<file path="src/hw/rtl/pfkw_pkg.sv">
// ----------------------------------------------------------------------------
// pfkw_pkg
// Shared types and constants for the pixel fade block: pixel format codes,
// register indexes, field widths and the white words of each format.
// ----------------------------------------------------------------------------
`default_nettype none

package pfkw_pkg;

    localparam int PIXEL_W  = 32;
    localparam int CHAN_W   = 8;
    localparam int PROD_W   = 2 * CHAN_W;
    localparam int FMT_W    = 2;
    localparam int CFG_IDX_W = 2;

    typedef logic [FMT_W-1:0]     fmt_t;
    typedef logic [CHAN_W-1:0]    chan_t;
    typedef logic [PROD_W-1:0]    prod_t;
    typedef logic [PIXEL_W-1:0]   pixel_t;
    typedef logic [CFG_IDX_W-1:0] cfg_idx_t;

    // Pixel formats
    localparam fmt_t FMT_RGBX32 = 2'd0;
    localparam fmt_t FMT_RGB24  = 2'd1;
    localparam fmt_t FMT_RGB565 = 2'd2;
    localparam fmt_t FMT_RGB555 = 2'd3;

    // Register indexes
    localparam cfg_idx_t REG_PIXEL_FORMAT = 2'd0;
    localparam cfg_idx_t REG_BRIGHTNESS   = 2'd1;

    // Reset values
    localparam fmt_t  PIXEL_FORMAT_RST = FMT_RGBX32;
    localparam chan_t BRIGHTNESS_RST   = 8'hFF;

    // White words
    localparam pixel_t WHITE_24  = 32'h00FF_FFFF;
    localparam pixel_t WHITE_565 = 32'h0000_FFFF;
    localparam pixel_t WHITE_555 = 32'h0000_7FFF;

    // Per-item side information carried along the pipeline
    typedef struct packed {
        fmt_t  fmt;
        logic  white;
        chan_t top;
    } side_t;

endpackage : pfkw_pkg

`default_nettype wire

</file>
<file path="src/hw/rtl/pixel_fade_keep_white.sv">
// ----------------------------------------------------------------------------
// pixel_fade_keep_white
// Dims a pixel word by a brightness level in one of four pixel formats,
// leaving pure white unchanged.
// ----------------------------------------------------------------------------
//  channel   signals                                  transfer when
//  input     start, busy, pixel_in                    start && !busy
//  result    done, pixel_out                          done (one cycle)
//  config    cfg_valid, cfg_ready, cfg_index, cfg_data cfg_valid && cfg_ready
//
//  One pixel per clock cycle, through the stages decode/unpack, three
//  8x8 channel multipliers, then pack into the output register.
//  busy stays low; the receiver cannot stall, so nothing is ever held back.
//  Reset (rst_n low) clears the valid bits and loads pixel_format = 0 and
//  brightness = 255. Configuration is sampled when a pixel enters.
// ----------------------------------------------------------------------------
`default_nettype none

module pixel_fade_keep_white
    import pfkw_pkg::*;
(
    input  wire logic     clk,
    input  wire logic     rst_n,
    input  wire logic     start,
    output logic          busy,
    input  wire pixel_t   pixel_in,
    output logic          done,
    output pixel_t        pixel_out,
    input  wire logic     cfg_valid,
    output logic          cfg_ready,
    input  wire cfg_idx_t cfg_index,
    input  wire logic [CHAN_W-1:0] cfg_data
);

    fmt_t  pixel_format_reg;
    chan_t brightness_reg;

    // stage 1: unpacked operands
    logic  s1_valid_reg;
    side_t s1_side_reg;
    chan_t s1_a_reg [3];
    chan_t s1_m_reg;

    // stage 2: products
    logic  s2_valid_reg;
    side_t s2_side_reg;
    prod_t s2_p_reg [3];

    // stage 3: output
    logic   done_reg;
    pixel_t pixel_out_reg;

    side_t  s1_side_next;
    chan_t  s1_a_next [3];
    chan_t  s1_m_next;
    pixel_t pixel_out_next;
    chan_t  q [3];

    assign busy      = 1'b0;
    assign cfg_ready = 1'b1;
    assign done      = done_reg;
    assign pixel_out = pixel_out_reg;

    always_ff @(posedge clk or negedge rst_n)
    begin
        if (!rst_n)
        begin
            pixel_format_reg <= PIXEL_FORMAT_RST;
            brightness_reg   <= BRIGHTNESS_RST;
        end
        else if (cfg_valid && cfg_ready)
        begin
            if (cfg_index == REG_PIXEL_FORMAT)
                pixel_format_reg <= cfg_data[FMT_W-1:0];
            else if (cfg_index == REG_BRIGHTNESS)
                brightness_reg <= cfg_data;
        end
    end

    // Unpack: widen the 5- and 6-bit channels of the 16-bit formats to 8 bits and
    // scale the top 5 bits of the level by 8, so every lane takes the high byte of its product.
    always_comb
    begin
        s1_side_next.fmt   = pixel_format_reg;
        s1_side_next.top   = '0;
        s1_side_next.white = 1'b0;
        s1_m_next          = brightness_reg;
        s1_a_next[0]       = pixel_in[7:0];
        s1_a_next[1]       = pixel_in[15:8];
        s1_a_next[2]       = pixel_in[23:16];
        unique case (pixel_format_reg)
            FMT_RGBX32:
            begin
                s1_side_next.top   = pixel_in[31:24];
                s1_side_next.white = (pixel_in == WHITE_24);
            end
            FMT_RGB24:
            begin
                s1_side_next.white = (pixel_in[23:0] == WHITE_24[23:0]);
            end
            FMT_RGB565:
            begin
                s1_m_next          = {brightness_reg[7:3], 3'b000};
                s1_a_next[2]       = {pixel_in[15:11], 3'b000};
                s1_a_next[1]       = {pixel_in[10:5], 2'b00};
                s1_a_next[0]       = {pixel_in[4:0], 3'b000};
                s1_side_next.white = (pixel_in[15:0] == WHITE_565[15:0]);
            end
            default:
            begin
                s1_m_next          = {brightness_reg[7:3], 3'b000};
                s1_a_next[2]       = {pixel_in[14:10], 3'b000};
                s1_a_next[1]       = {pixel_in[9:5], 3'b000};
                s1_a_next[0]       = {pixel_in[4:0], 3'b000};
                s1_side_next.white = (pixel_in[14:0] == WHITE_555[14:0]);
            end
        endcase
    end

    always_ff @(posedge clk or negedge rst_n)
    begin
        if (!rst_n)
        begin
            s1_valid_reg <= 1'b0;
            s2_valid_reg <= 1'b0;
            done_reg     <= 1'b0;
        end
        else
        begin
            s1_valid_reg <= start && !busy;
            s2_valid_reg <= s1_valid_reg;
            done_reg     <= s2_valid_reg;
        end
    end

    always_ff @(posedge clk)
    begin
        if (start && !busy)
        begin
            s1_side_reg <= s1_side_next;
            s1_a_reg    <= s1_a_next;
            s1_m_reg    <= s1_m_next;
        end
        if (s1_valid_reg)
        begin
            s2_side_reg <= s1_side_reg;
            for (int i = 0; i < 3; i++)
            begin
                s2_p_reg[i] <= PROD_W'(s1_a_reg[i]) * PROD_W'(s1_m_reg);
            end
        end
        if (s2_valid_reg)
            pixel_out_reg <= pixel_out_next;
    end

    // Pack: take the high byte of each product and narrow to the channel width.
    always_comb
    begin
        for (int i = 0; i < 3; i++)
        begin
            q[i] = s2_p_reg[i][PROD_W-1:CHAN_W];
        end
        unique case (s2_side_reg.fmt)
            FMT_RGBX32:
                pixel_out_next = s2_side_reg.white ? WHITE_24
                               : {s2_side_reg.top, q[2], q[1], q[0]};
            FMT_RGB24:
                pixel_out_next = s2_side_reg.white ? WHITE_24
                               : {8'h00, q[2], q[1], q[0]};
            FMT_RGB565:
                pixel_out_next = s2_side_reg.white ? WHITE_565
                               : {16'h0000, q[2][7:3], q[1][7:2], q[0][7:3]};
            default:
                pixel_out_next = s2_side_reg.white ? WHITE_555
                               : {17'h00000, q[2][7:3], q[1][7:3], q[0][7:3]};
        endcase
    end

endmodule : pixel_fade_keep_white

`default_nettype wire

</file>
<file path="config.mk">
export PLATFORM = sky130hd
export DESIGN_NAME = pixel_fade_keep_white
export DESIGN_NICKNAME = d
export VERILOG_FILES = /design/src/hw/rtl/pfkw_pkg.sv /design/src/hw/rtl/pixel_fade_keep_white.sv
export SDC_FILE = /design/constraint.sdc
export NUM_CORES = 1
export LEC_CHECK = 0
export BUFFER_PORTS_ARGS = -buffer_cell sky130_fd_sc_hd__buf_2
export CAP_MARGIN = 40
export CORE_ASPECT_RATIO = 1.5
export CORE_UTILIZATION = 50
export DETAILED_ROUTE_END_ITERATION = 10
export PLACE_DENSITY = 0.68
export SLEW_MARGIN = 30
export SYNTH_ARGS = -nofsm -noshare
export SYNTH_HDL_FRONTEND = slang
export SYNTH_SLANG_ARGS = --single-unit
export TNS_END_PERCENT = 20
</file>
<file path="constraint.sdc">
create_clock -name clk -period 4.45 [get_ports clk]
set_clock_uncertainty 0.2 [all_clocks]
set_input_delay 0.6675 -clock clk [delete_from_list [all_inputs] [get_ports clk]]
set_output_delay 0.6675 -clock clk [all_outputs]
set_load 0.1 [all_outputs]
</file>
* Word-level counts from Yosys, hierarchy flattened *
Memories as Yosys holds them, arrays and structs flattened.
Index checks and enable logic that the tools add are counted.
Widths: inputs -> output; s select.

storage, ports and cells
  bits of input ports = 46
  logic and storage cells = 46
  memory bits (writable) = 48
  ROM bits = 0
  latch bits = 0
  register bits = 99
  output and inout port bits = 35
  memories kept = 1

operators by class
  div/mod/pow operators = 0
  equality and inequality tests = 9
  add/sub/neg operators = 0
  bitwise gates (word level) = 1
  magnitude comparators = 0
  multipliers = 3
  reductions and logical operators = 6
  shift operators = 0
  mux-type cells = 9

memories
  memory    words  bits a word  read ports  clocked after Yosys merged registers in  write ports  line                         RTL
  s2_p_reg  3      16           3           0                                        3            pixel_fade_keep_white.sv:47  prod_t s2_p_reg [3];

operators with widths
  kind                  number
  $pmux 32 s3           1
  $mul 8x8->16          3
  $pmux 24 s2           1
  $eq 32x24->1 const B  1
  $mux 32               1
  $eq 24x24->1 const B  1
  $mux 24               1
  $eq 16x16->1 const B  1
  $mux 16               1
  $eq 15x15->1 const B  1
  $mux 15               1
  $eq 2x1->1 const B    3
  $logic_not 2->1       3
  $eq 2x2->1 const B    2
  $pmux 1 s3            1
  $reduce_and 3->1      1
  $mux 1                2
  $reduce_and 2->1      1
  $reduce_or 2->1       1
  $not 1->1             1

* Logic depth before layout (Yosys ltp) *
Gate-level depths: netlist of run 1.

  depth after elaboration = 3
  gate-level depth with buffers = 17

* Least setup slack after synthesis of run 1 *
OpenSTA, ideal clock, no wires.

  path type = register to register
  from = register s1_m_reg[2]
  to = memory s2_p_reg[0][46] (netlist bit) (data pin)
  cell stages (with the launch flop) = 15
  arrival = 4.187 ns
  required time = 3.978 ns
  library setup time = 0.272 ns
  buffers on the path = 1
  path slack = -0.208 ns
  cell sequence = edfxtp_1 -> clkbuf_1 -> and2_1 -> fa_1 -> fa_1 -> fa_1 -> inv_1 -> fa_1 -> inv_1 -> ha_1 -> inv_1 -> o31a_1 -> o21ai_4 -> nor3_1 -> or4_1

RTL lines
  element                 line                          RTL
  from (decl)             pixel_fade_keep_white.sv:42   chan_t s1_m_reg;
  from (signal assigned)  pixel_fade_keep_white.sv:142  s1_m_reg <= s1_m_next;
  to (decl)               pixel_fade_keep_white.sv:47

==> impl_results.md, run 1 <==
* Outcome: finished with violations
* Violations in the final reports: setup timing
* Most common cell after layout, fill and taps aside: and2_1
* Worst-path cell with the longest stage delay: fa_1
* Worst max-slew margin expressed relative to the limit at between 40% and 50%
* Overall overflow remaining after global route at 0
* Routed length per instance at 15.47 um
* Setup_tns at -0.6681 ns
* Buffers and inverters on the worst path at 3
* Biggest cell delay along the critical path at 0.56 ns
* Post-synthesis cell area at 0.01053 mm2
* Max-slew violation total from the final report at 0
* Crit-path cells: and2_1 > fa_1 > fa_1 > fa_1 > inv_1 > fa_1 > inv_2 > ha_4 > inv_4 > o21ba_4 > o31a_1 > o21ai_4 > nor3_1 > or4_1
* N_diodes at 0
* Worst-path maximum fanout at 6
* Number of hold violations in the final report at 0
* Avg Synthesized Cell Area at approximately 11 um2
* Clock-pin slew reported for the worst setup and hold paths after clock tree synthesis at 0.06 ns
* Synthesis-to-layout area growth at 22.61%
* Setup repair after global routing missed its margin: yes
* Global routing usage on met1 at 25.20%
* Die Span X at 120.5 um
* Total die area at 0.02166 mm2
* Placement-stage worst setup slack at -0.2979 ns
* Initial cell density of the core at 51.37%
* Slew at the pin closest to its max-slew limit at 0.7652 ns
* TritonCTS clock tree: built
* Residual DRC at 0
* Maximum clock frequency at 217.2 MHz
* Critical hold path startpoint: s1_side_reg[3]
* Overall global routing resource usage at 21.37%
* Half-perimeter wire length after detailed placement at roughly 16000 um
* Initial DRC Count at 376
* Wire length of the first global-routing pass at about 36000 um
* Worst Setup Path Type: reg2reg
* Final worst-path setup slack at -0.1543 ns
* Most used DFF post-synth: edfxtp_1
* Non-filler instance count after layout at 1401
* Synth warnings at 0
* Post-Syn Instances at 964
* Areal power density over the cells at 674.1 mW/mm2
* GRT met2 Usage at 39.13%
* Worst voltage drop across the vdd grid at 0.3458 mV
* Most frequent cell on the critical path: fa_1
* Largest cells by area after synthesis: edfxtp_1, fa_1, ha_1
* Port Buffers at 78
* Max-capacitance violation count at 0
* I/O pins at 81
* Clock root buffer master: clkbuf_16
* Sequential area share after synthesis at approximately a third
* Highest-count cells in the layout ignoring fill and taps: and2_1, inv_1, edfxtp_1
* Clock period minus final worst setup slack at 4.604 ns
* Source of the worst register-to-register timing path: s1_a_reg[3]
* Count of endpoints failing setup in the final report at 11
* Placeable core area at 0.02050 mm2
* Clock buffer depth at 2
* Clk Latency, worst-skew pair at between 0.4 and 0.5 ns
* Antenna violations before repair at 0
* Type of the worst min-delay path: reg2reg
* Flops & latches, synth at 123
* Number of instances in the placed design at 1354
* Number of placement rows at between 60 and 70
* Avg Vias per Cell at 5.118
* Die H at 179.7 um
* Fraction of layout cells with a size suffix above 1 at 26.47%
* Total Wirelength at 21680 um
* CTS sink count at 123
* Vias at 7170
* Crit path from: s1_a_reg[3]
* Cell taking the most area after synthesis: edfxtp_1
* Number of nets with antenna violations after detailed routing at 0
* Data arrival time of the worst path at about 4.6 ns
* Unique masters post-synth at 48
* Max FFs per register at 32
* Family with the most delay on the worst path: adder cells
* Required time of the worst setup path at 4.41 ns
* Total power draw at 8.704 mW
* Number of enable flip-flop cells after synthesis at 110
* Final net count at 1374
* Leakage dissipation at 5.910 nW
* Number of buffers inserted during clock tree synthesis at 17
* Pin count of the biggest net entering global routing at 43
* Period Utilization, post-route at 103.5%
* Final weighted congestion of routability-driven global placement at 0.8801
* Filler instances at between 1500 and 2000
* Element type at the critical path end: register
* Startpoint type of the worst setup path: register
* Share of synthesized registers carrying an async set or reset at approximately a tenth
* Maximum level of the CTS H-tree at 4
* Most Used Layer, Global Route: met2
* Pre-Repair DR Iteration Count at 4
* Net count of the mapped netlist at 1214
* Vias in the first global route at 7668
* Met3 usage at between 3 and 4%
* Layout Utilization at between 60% and 70%
* Top cell type's share of synthesized area at 31.37%
-- worst register-to-register path: cells and delay by family, from the launching register on --
kind                     cells  cell delay [ns]
AO/OA/AOI/OAI                3             0.51
adder cells (fa/ha/maj)      5             2.25
buffers and inverters        3             0.14
flip-flops                   1             0.49
AND/OR/NAND/NOR              3             0.76
-- cell families (layout without fill, tap and decap cells) --
family          count (synthesis)  in the layout  synth area share, %
xor+xnor                       22             22                1.830
buf+inv                       156            329                5.631
mux                            36             36                3.600
other cells                     2              2              0.07131
simple gates                  329            329                17.27
fa+ha+maj                     204            204                31.72
flops                         123            123                34.55
compound gates                 92             92                5.323
-- Yosys cell counts (5+ instances only) --
cell type / instances
and2_1: 165
inv_1: 123
edfxtp_1: 110
fa_1: 105
ha_1: 99
nand2_1: 52
a21oi_1: 47
nor2_1: 47
clkbuf_1: 26
mux2i_1: 21
nor2b_1: 18
xnor2_1: 16
mux2_2: 15
o21ai_0: 15
or2_2: 10
nand4_1: 9
dfstp_2: 8
nand3_1: 7
xor2_1: 6
a211o_1: 5
a21o_1: 5
buf_1: 5
dfrtp_1: 5
-- worst paths after layout --
path                                  endpoint  slack, ns  cells after the start
hold reg to reg                 s2_side_reg[3]       0.22                      0
setup / recovery               s2_p_reg[0][46]      -0.15                     14
setup reg to reg               s2_p_reg[0][46]      -0.15                     14
min in group asynchronous  pixel_format_reg[0]       0.48                      2
max in group asynchronous    brightness_reg[5]       3.25                      2
hold / removal                  s2_side_reg[3]       0.22                      0
-- what timing repair did --
item / 4_1_cts / 5_1_grt
endpoints found under the hold margin: 5 / 0
hold buffers: 1 / 0
setup endpoints to repair: 12 / 19
gates cloned: 3 / 0
pin swaps: 48 / 15
gates resized for setup: 52 / 24
setup buffers: 9 / 2
-- per-layer routing --
layer	share of wire [%]	up-vias	routed length (um)
li1	-	3500	-
met1	41	3486	8802
met2	54	152	11680
met3	3.7	32	793
met4	1.8	0	396
met5	0	-	0
-- metrics by stage --
stage,area [um2],hold slack [ns]
CTS,12770,0.2150
finish,12910,0.2154
detailed placement,11840,0.2045
floorplan,10580,0.1719
global route,12910,0.2237
global placement,11800,0.2001
-- layout make-up --
cell class / count / area [um2] / share of cell area (%)
clock buffer: 17 / 425.4 / 3.295
clock inverter: 15 / 140.1 / 1.085
inverter: 123 / 464.2 / 3.595
multi-input combinational: 685 / 6665 / 51.62
sequential: 123 / 3638 / 28.18
tap: 264 / 330.3 / 2.558
timing repair buffer: 174 / 1249 / 9.671
-- where the power goes --
group | switching, mW | internal [mW] | total, mW
sequential | 0.149 | 1.70 | 1.85
clock | 0.548 | 0.776 | 1.32
combinational | 2.92 | 2.61 | 5.53
total | 3.62 | 5.09 | 8.70
(Power assumes the default switching activity.)
==> run 2, diff against run 1 <==
Settings changed: CTS_BUF_LIST set to sky130_fd_sc_hd__clkbuf_4 sky130_fd_sc_hd__clkbuf_8.
==> run 2 against run 1 <==
  * The run still ends with setup timing left
  * Utilization decreased by 2.3 points
  * Total power decreased by 8.1%
  * Cell count decreased by 0.86%
  * Sequential share of layout area increased by 1.1 points
  * Largest cell class unchanged
==> impl_results.md, run 2 (synthesis results as in run 1) <==
* Total power draw at 8.002 mW
* Port Buffers at a little under 80
* Clock period minus final worst setup slack at between 4 and 5 ns
* Count of endpoints failing setup in the final report at 8
* Synthesis-to-layout area growth at 18.06%
* Violations in the final reports: setup timing
* Smallest hold slack at 0.2230 ns
* Biggest cell delay along the critical path at 0.55 ns
* Period Utilization, post-route at 104.7%
* Final net count at 1362
* Die Span X at 120.5 um
* Areal power density over the cells at 643.6 mW/mm2
* CTS sink count at around 120
* Required time of the worst setup path at between 4 and 5 ns
* Number of hold violations in the final report at 0
* Fraction of layout cells with a size suffix above 1 at 23.56%
* Routed length per instance at 15.00 um
* Final worst-path setup slack at -0.2102 ns
* Worst-path maximum fanout at 20
* Max-capacitance violation count at 0
* Crit-path cells: buf_12 > nand2_1 > fa_1 > fa_1 > inv_1 > fa_1 > fa_1 > ha_1 > a21oi_2 > o21ba_4 > o31a_1 > o21ai_4 > nor4bb_1 > or4_1
* Max FFs per register at 32
* Worst max-slew margin expressed relative to the limit at roughly 50%
* Outcome: finished with violations
* Max-slew violation total from the final report at 0
* Worst voltage drop across the vdd grid at 0.3615 mV
* Clock root buffer master: clkbuf_8
* Placement-stage worst setup slack at -0.2979 ns
* Initial cell density of the core at 51.37%
* Overall overflow remaining after global route at 0
* Vias in the first global route at 7458
* Number of instances in the placed design at 1354
* Overall global routing resource usage at 20.65%
* Maximum level of the CTS H-tree at 4
* Placeable core area at 0.02050 mm2
* Most frequent cell on the critical path: fa_1
* Pre-Repair DR Iteration Count at 4
* Startpoint type of the worst setup path: register
* Layout Utilization at 60.65%
* Most common cell after layout, fill and taps aside: and2_1
* Worst Setup Path Type: reg2reg
* Type of the worst min-delay path: reg2reg
* Initial DRC Count at 325
* Vias at 7055
* Post-route standard cell area excluding fillers at 0.01243 mm2
* Total cell area at the placement stage at ~0.012 mm2
* Clk Latency, worst-skew pair at 0.44 ns
* Leakage dissipation at 5.745 nW
* Final weighted congestion of routability-driven global placement at 0.8801
* Number of placement rows at 64
* Family with the most delay on the worst path: adder cells
* Filler instances at 1760
* Setup repair after global routing missed its margin: yes
* Residual DRC at 0
* Clock-pin slew reported for the worst setup and hold paths after clock tree synthesis at around 0.090 ns
* TritonCTS clock tree: built
* Element type at the critical path end: register
* Setup_tns at -0.6588 ns
* Wire length of the first global-routing pass at approximately 35000 um
* Avg Vias per Cell at around 5
* N_diodes at 0
* Die H at 179.7 um
* Slew at the pin closest to its max-slew limit at roughly 0.76 ns
* Maximum clock frequency at about 210 MHz
* Total die area at 0.02166 mm2
* Number of nets with antenna violations after detailed routing at 0
* Total Wirelength at 20840 um
* Antenna violations before repair at 0
* Worst-path cell with the longest stage delay: fa_1
* Pin count of the biggest net entering global routing at 43
* Non-filler instance count after layout at 1389
* Data arrival time of the worst path at about 4.7 ns
* Highest-count cells in the layout ignoring fill and taps: and2_1, inv_1, edfxtp_1
* Clock buffer depth at 2
* I/O pins at 81
* Buffers and inverters on the worst path at 2
* Half-perimeter wire length after detailed placement at about 16000 um
* Number of buffers inserted during clock tree synthesis at 17
==> run 2: cell count changes in the layout (fill, tap and decap cells not counted), sizes merged <==
cell / change
buf: -12
==> run 2: where the power goes <==
part / internal (mW) / switching (mW)
clock network: 0.450 / 0.502
registers: 1.70 / 0.149
logic: 2.40 / 2.81
==> run 2: layer usage <==
metal  vias to the layer above  track usage (%)  part of all wire, %
met2                       127            37.54                   53
li1                       3477                -                    -
met3                        28            2.697                  2.8
met4                         0            6.765                  1.5
met1                      3423            24.91                   43
met5                         -                0                    0
==> run 2: final timing paths <==
kind | start | slack, ns | end | cells past startpoint
max | s1_m_reg[2] | -0.21 | s2_p_reg[0][46] | 14
min | s1_side_reg[1] | 0.22 | s2_side_reg[1] | 0
max reg2reg | s1_m_reg[2] | -0.21 | s2_p_reg[0][46] | 14
min reg2reg | s1_side_reg[1] | 0.22 | s2_side_reg[1] | 0
max in group asynchronous | rst_n | 3.28 | brightness_reg[5] | 2
min in group asynchronous | rst_n | 0.46 | pixel_format_reg[0] | 2
==> run 2: final cells by class <==
class / instances / area, um2 / share of cell area, %
clock buffer: 17 / 234.0 / 1.882
clock inverter: 15 / 140.1 / 1.127
inverter: 123 / 464.2 / 3.734
multi-input combinational: 685 / 6516 / 52.41
sequential: 123 / 3638 / 29.26
tap: 264 / 330.3 / 2.657
timing repair buffer: 162 / 1110 / 8.926
==> run 2: repair_timing <==
item                                   4_1_cts  5_1_grt
pin swaps                                    3       10
hold buffers                                 1        0
setup buffers                                0        2
endpoints found under the hold margin        5        0
gates resized for setup                     21       21
setup endpoints to repair                   12       19
==> run 2: worst register-to-register path, cell delays in order, from the launching register on <==
cell	delay, ns
edfxtp_1	0.41
buf_12	0.17
nand2_1	0.09
fa_1	0.45
fa_1	0.55
inv_1	0.05
fa_1	0.49
fa_1	0.42
ha_1	0.33
a21oi_2	0.17
o21ba_4	0.15
o31a_1	0.21
o21ai_4	0.08
nor4bb_1	0.14
or4_1	0.51
==> run 3, diff against run 2 <==
Settings changed: PLACE_DENSITY 0.68 to 0.65.
Clock period 4.45 ns to 5.95 ns, I/O delays scaled along.
==> run 3 against run 2 <==
  * The run now ends clean
  * Via count down 4.3%
  * Non-clock buffer count fell by 75
  * Sequential share of layout area increased by 2.1 points
  * Sequential power decreased by 23%
  * Combinational power shrank 42%
  * Global-route usage fell by 0.81 points
  * Cell area shrank 6.6%
  * First-iteration DRC count increased by 4.9%
  * Critical path type unchanged
  * Largest cell class unchanged
  * Largest power group unchanged
  * Highest routed layer unchanged
==> impl_results.md, run 3 (synthesis results as in run 1) <==
* Outcome: completed
* Overall global routing resource usage at around a fifth
* Most common cell after layout, fill and taps aside: and2_1
* Smallest hold slack at 0.1628 ns
* Total Wirelength at 19720 um
* Total die area at 0.02166 mm2
* Port Buffers at 78
* Setup_tns at 0 ns
* Routed length per instance at 15.01 um
* Worst max-slew margin expressed relative to the limit at 43.68%
* Die H at 179.7 um
* Overall overflow remaining after global route at 0
* Startpoint type of the worst setup path: register
* Flop-to-flop setup slack at between 0.7 and 0.8 ns
* Number of placement rows at 64
* Required time of the worst setup path at 5.93 ns
* Worst-path maximum fanout at 24
* Setup repair after global routing missed its margin: no
* Wire length of the first global-routing pass at 33530 um
* Period Utilization, post-route at 87.50%
* Family with the most delay on the worst path: adder cells
* Die Span X at between 100 and 150 um
* Number of instances in the placed design at 1282
* Non-filler instance count after layout at 1314
* Data arrival time of the worst path at 5.19 ns
* Areal power density over the cells at 447.0 mW/mm2
* Antenna violations before repair at 0
* Pre-Repair DR Iteration Count at 5
* Type of the worst min-delay path: in2async
* Buffers and inverters on the worst path at 3
* Initial cell density of the core at 51.37%
* Final net count at 1287
* Vias at 6755
* Half-perimeter wire length after detailed placement at roughly 15000 um
* Number of hold buffers added after cts at 0
* Crit-path cells: nand2_1 > fa_1 > fa_1 > inv_1 > fa_1 > inv_1 > fa_1 > inv_1 > ha_1 > a21o_1 > a31oi_1 > o21ai_0 > a221o_1 > xnor2_1
* Highest-count cells in the layout ignoring fill and taps: and2_1, inv_1, edfxtp_1
* Placement-stage worst setup slack at 0.7481 ns
* Final worst-path setup slack at 0.7435 ns
* Pin count of the biggest net entering global routing at 37
* Max-slew violation total from the final report at 0
* Residual DRC at 0
* Count of endpoints failing setup in the final report at 0
* Number of buffers inserted during clock tree synthesis at 17
* Vias in the first global route at 6893
* Met3 WL at between 500 and 600 um
* Maximum clock frequency at 192.1 MHz
* Clock buffer depth at 2
* Number of setup buffers added after CTS at 0
* Number of hold violations in the final report at 0
* Worst Setup Path Type: reg2reg
* Avg Vias per Cell at 5.141
* Worst voltage drop across the vdd grid at 0.2340 mV
* Clock-pin slew reported for the worst setup and hold paths after clock tree synthesis at 0.09 ns
* Worst-path cell with the longest stage delay: edfxtp_1
* I/O pins at 81
* Number of nets with antenna violations after detailed routing at 0
* Element type at the critical path end: register
* Top sig layer: met4
* Placeable core area at 0.02050 mm2
* Clk Latency, worst-skew pair at between 0.4 and 0.5 ns
* Clock root buffer master: clkbuf_8
* Resize count post-CTS at 0
* Initial DRC Count at 341
* Metal1 wirelength at 8541 um
* Biggest cell delay along the critical path at ~0.90 ns
* Final weighted congestion of routability-driven global placement at 0.8218
* Total met2 wirelength after detailed routing at 10340 um
* N_diodes at 0
* Synthesis-to-layout area growth at 10.28%
* Maximum level of the CTS H-tree at 4
* Slew at the pin closest to its max-slew limit at 0.8447 ns
* Leakage dissipation at 5.368 nW
* Fraction of layout cells with a size suffix above 1 at 14.67%
* CTS sink count at 123
* TritonCTS clock tree: built
* Max-capacitance violation count at 0
* Most frequent cell on the critical path: fa_1
* Max FFs per register at 32
* Clock period minus final worst setup slack at about 5.2 ns
-- run 3: cell count changes in the layout (fill, tap and decap cells not counted), sizes merged --
cell,before,now
inv,129,132
buf,161,87
clkinv,3,2
clkinvlp,5,3
dlygate4sd3,1,0
-- run 3: layer usage --
layer / up-vias / GRT usage (%)
met2: 135 / 35.68
met3: 19 / 2.316
met5: - / 0
li1: 3329 / -
met1: 3272 / 24.61
met4: 0 / 6.173
-- run 3: worst paths after layout --
path,start,to,cells past startpoint
max,s1_m_reg[3],s2_p_reg[0][15],14
min,rst_n,s2_valid_reg,1
max reg2reg,s1_m_reg[3],s2_p_reg[0][15],14
min reg2reg,s1_side_reg[10],s2_side_reg[10],0
max in group asynchronous,rst_n,brightness_reg[7],1
min in group clk,s1_side_reg[10],s2_side_reg[10],0
-- run 3: area by class of cell --
class,instances,area (um2)
fillers,1804,8886
well taps,264,330.3
repair buffers,87,478.0
clock inverters,15,171.4
multi-input cells,685,6300
clock buffers,17,234.0
flip-flops and latches,123,3638
inverters,123,461.7
-- run 3: per-stage QoR --
| stage | util, % | total power [mW] | cell area, um2 |
|---|---|---|---|
| global route | 56.65 | 5.760 | 11610 |
| floorplan | - | 3.800 | 10530 |
| detailed placement | 54.68 | 4.472 | 11210 |
| CTS | 56.65 | 5.243 | 11610 |
| finish | 56.65 | 5.192 | 11610 |
| global placement | 54.47 | 4.395 | 11170 |
-- run 3: power breakdown --
part	switching, mW	total (mW)	leakage [nW]	internal, mW
Combinational	1.77	3.02	3.94	1.25
Clock	0.397	0.750	0.196	0.352
Sequential	0.155	1.42	1.23	1.27
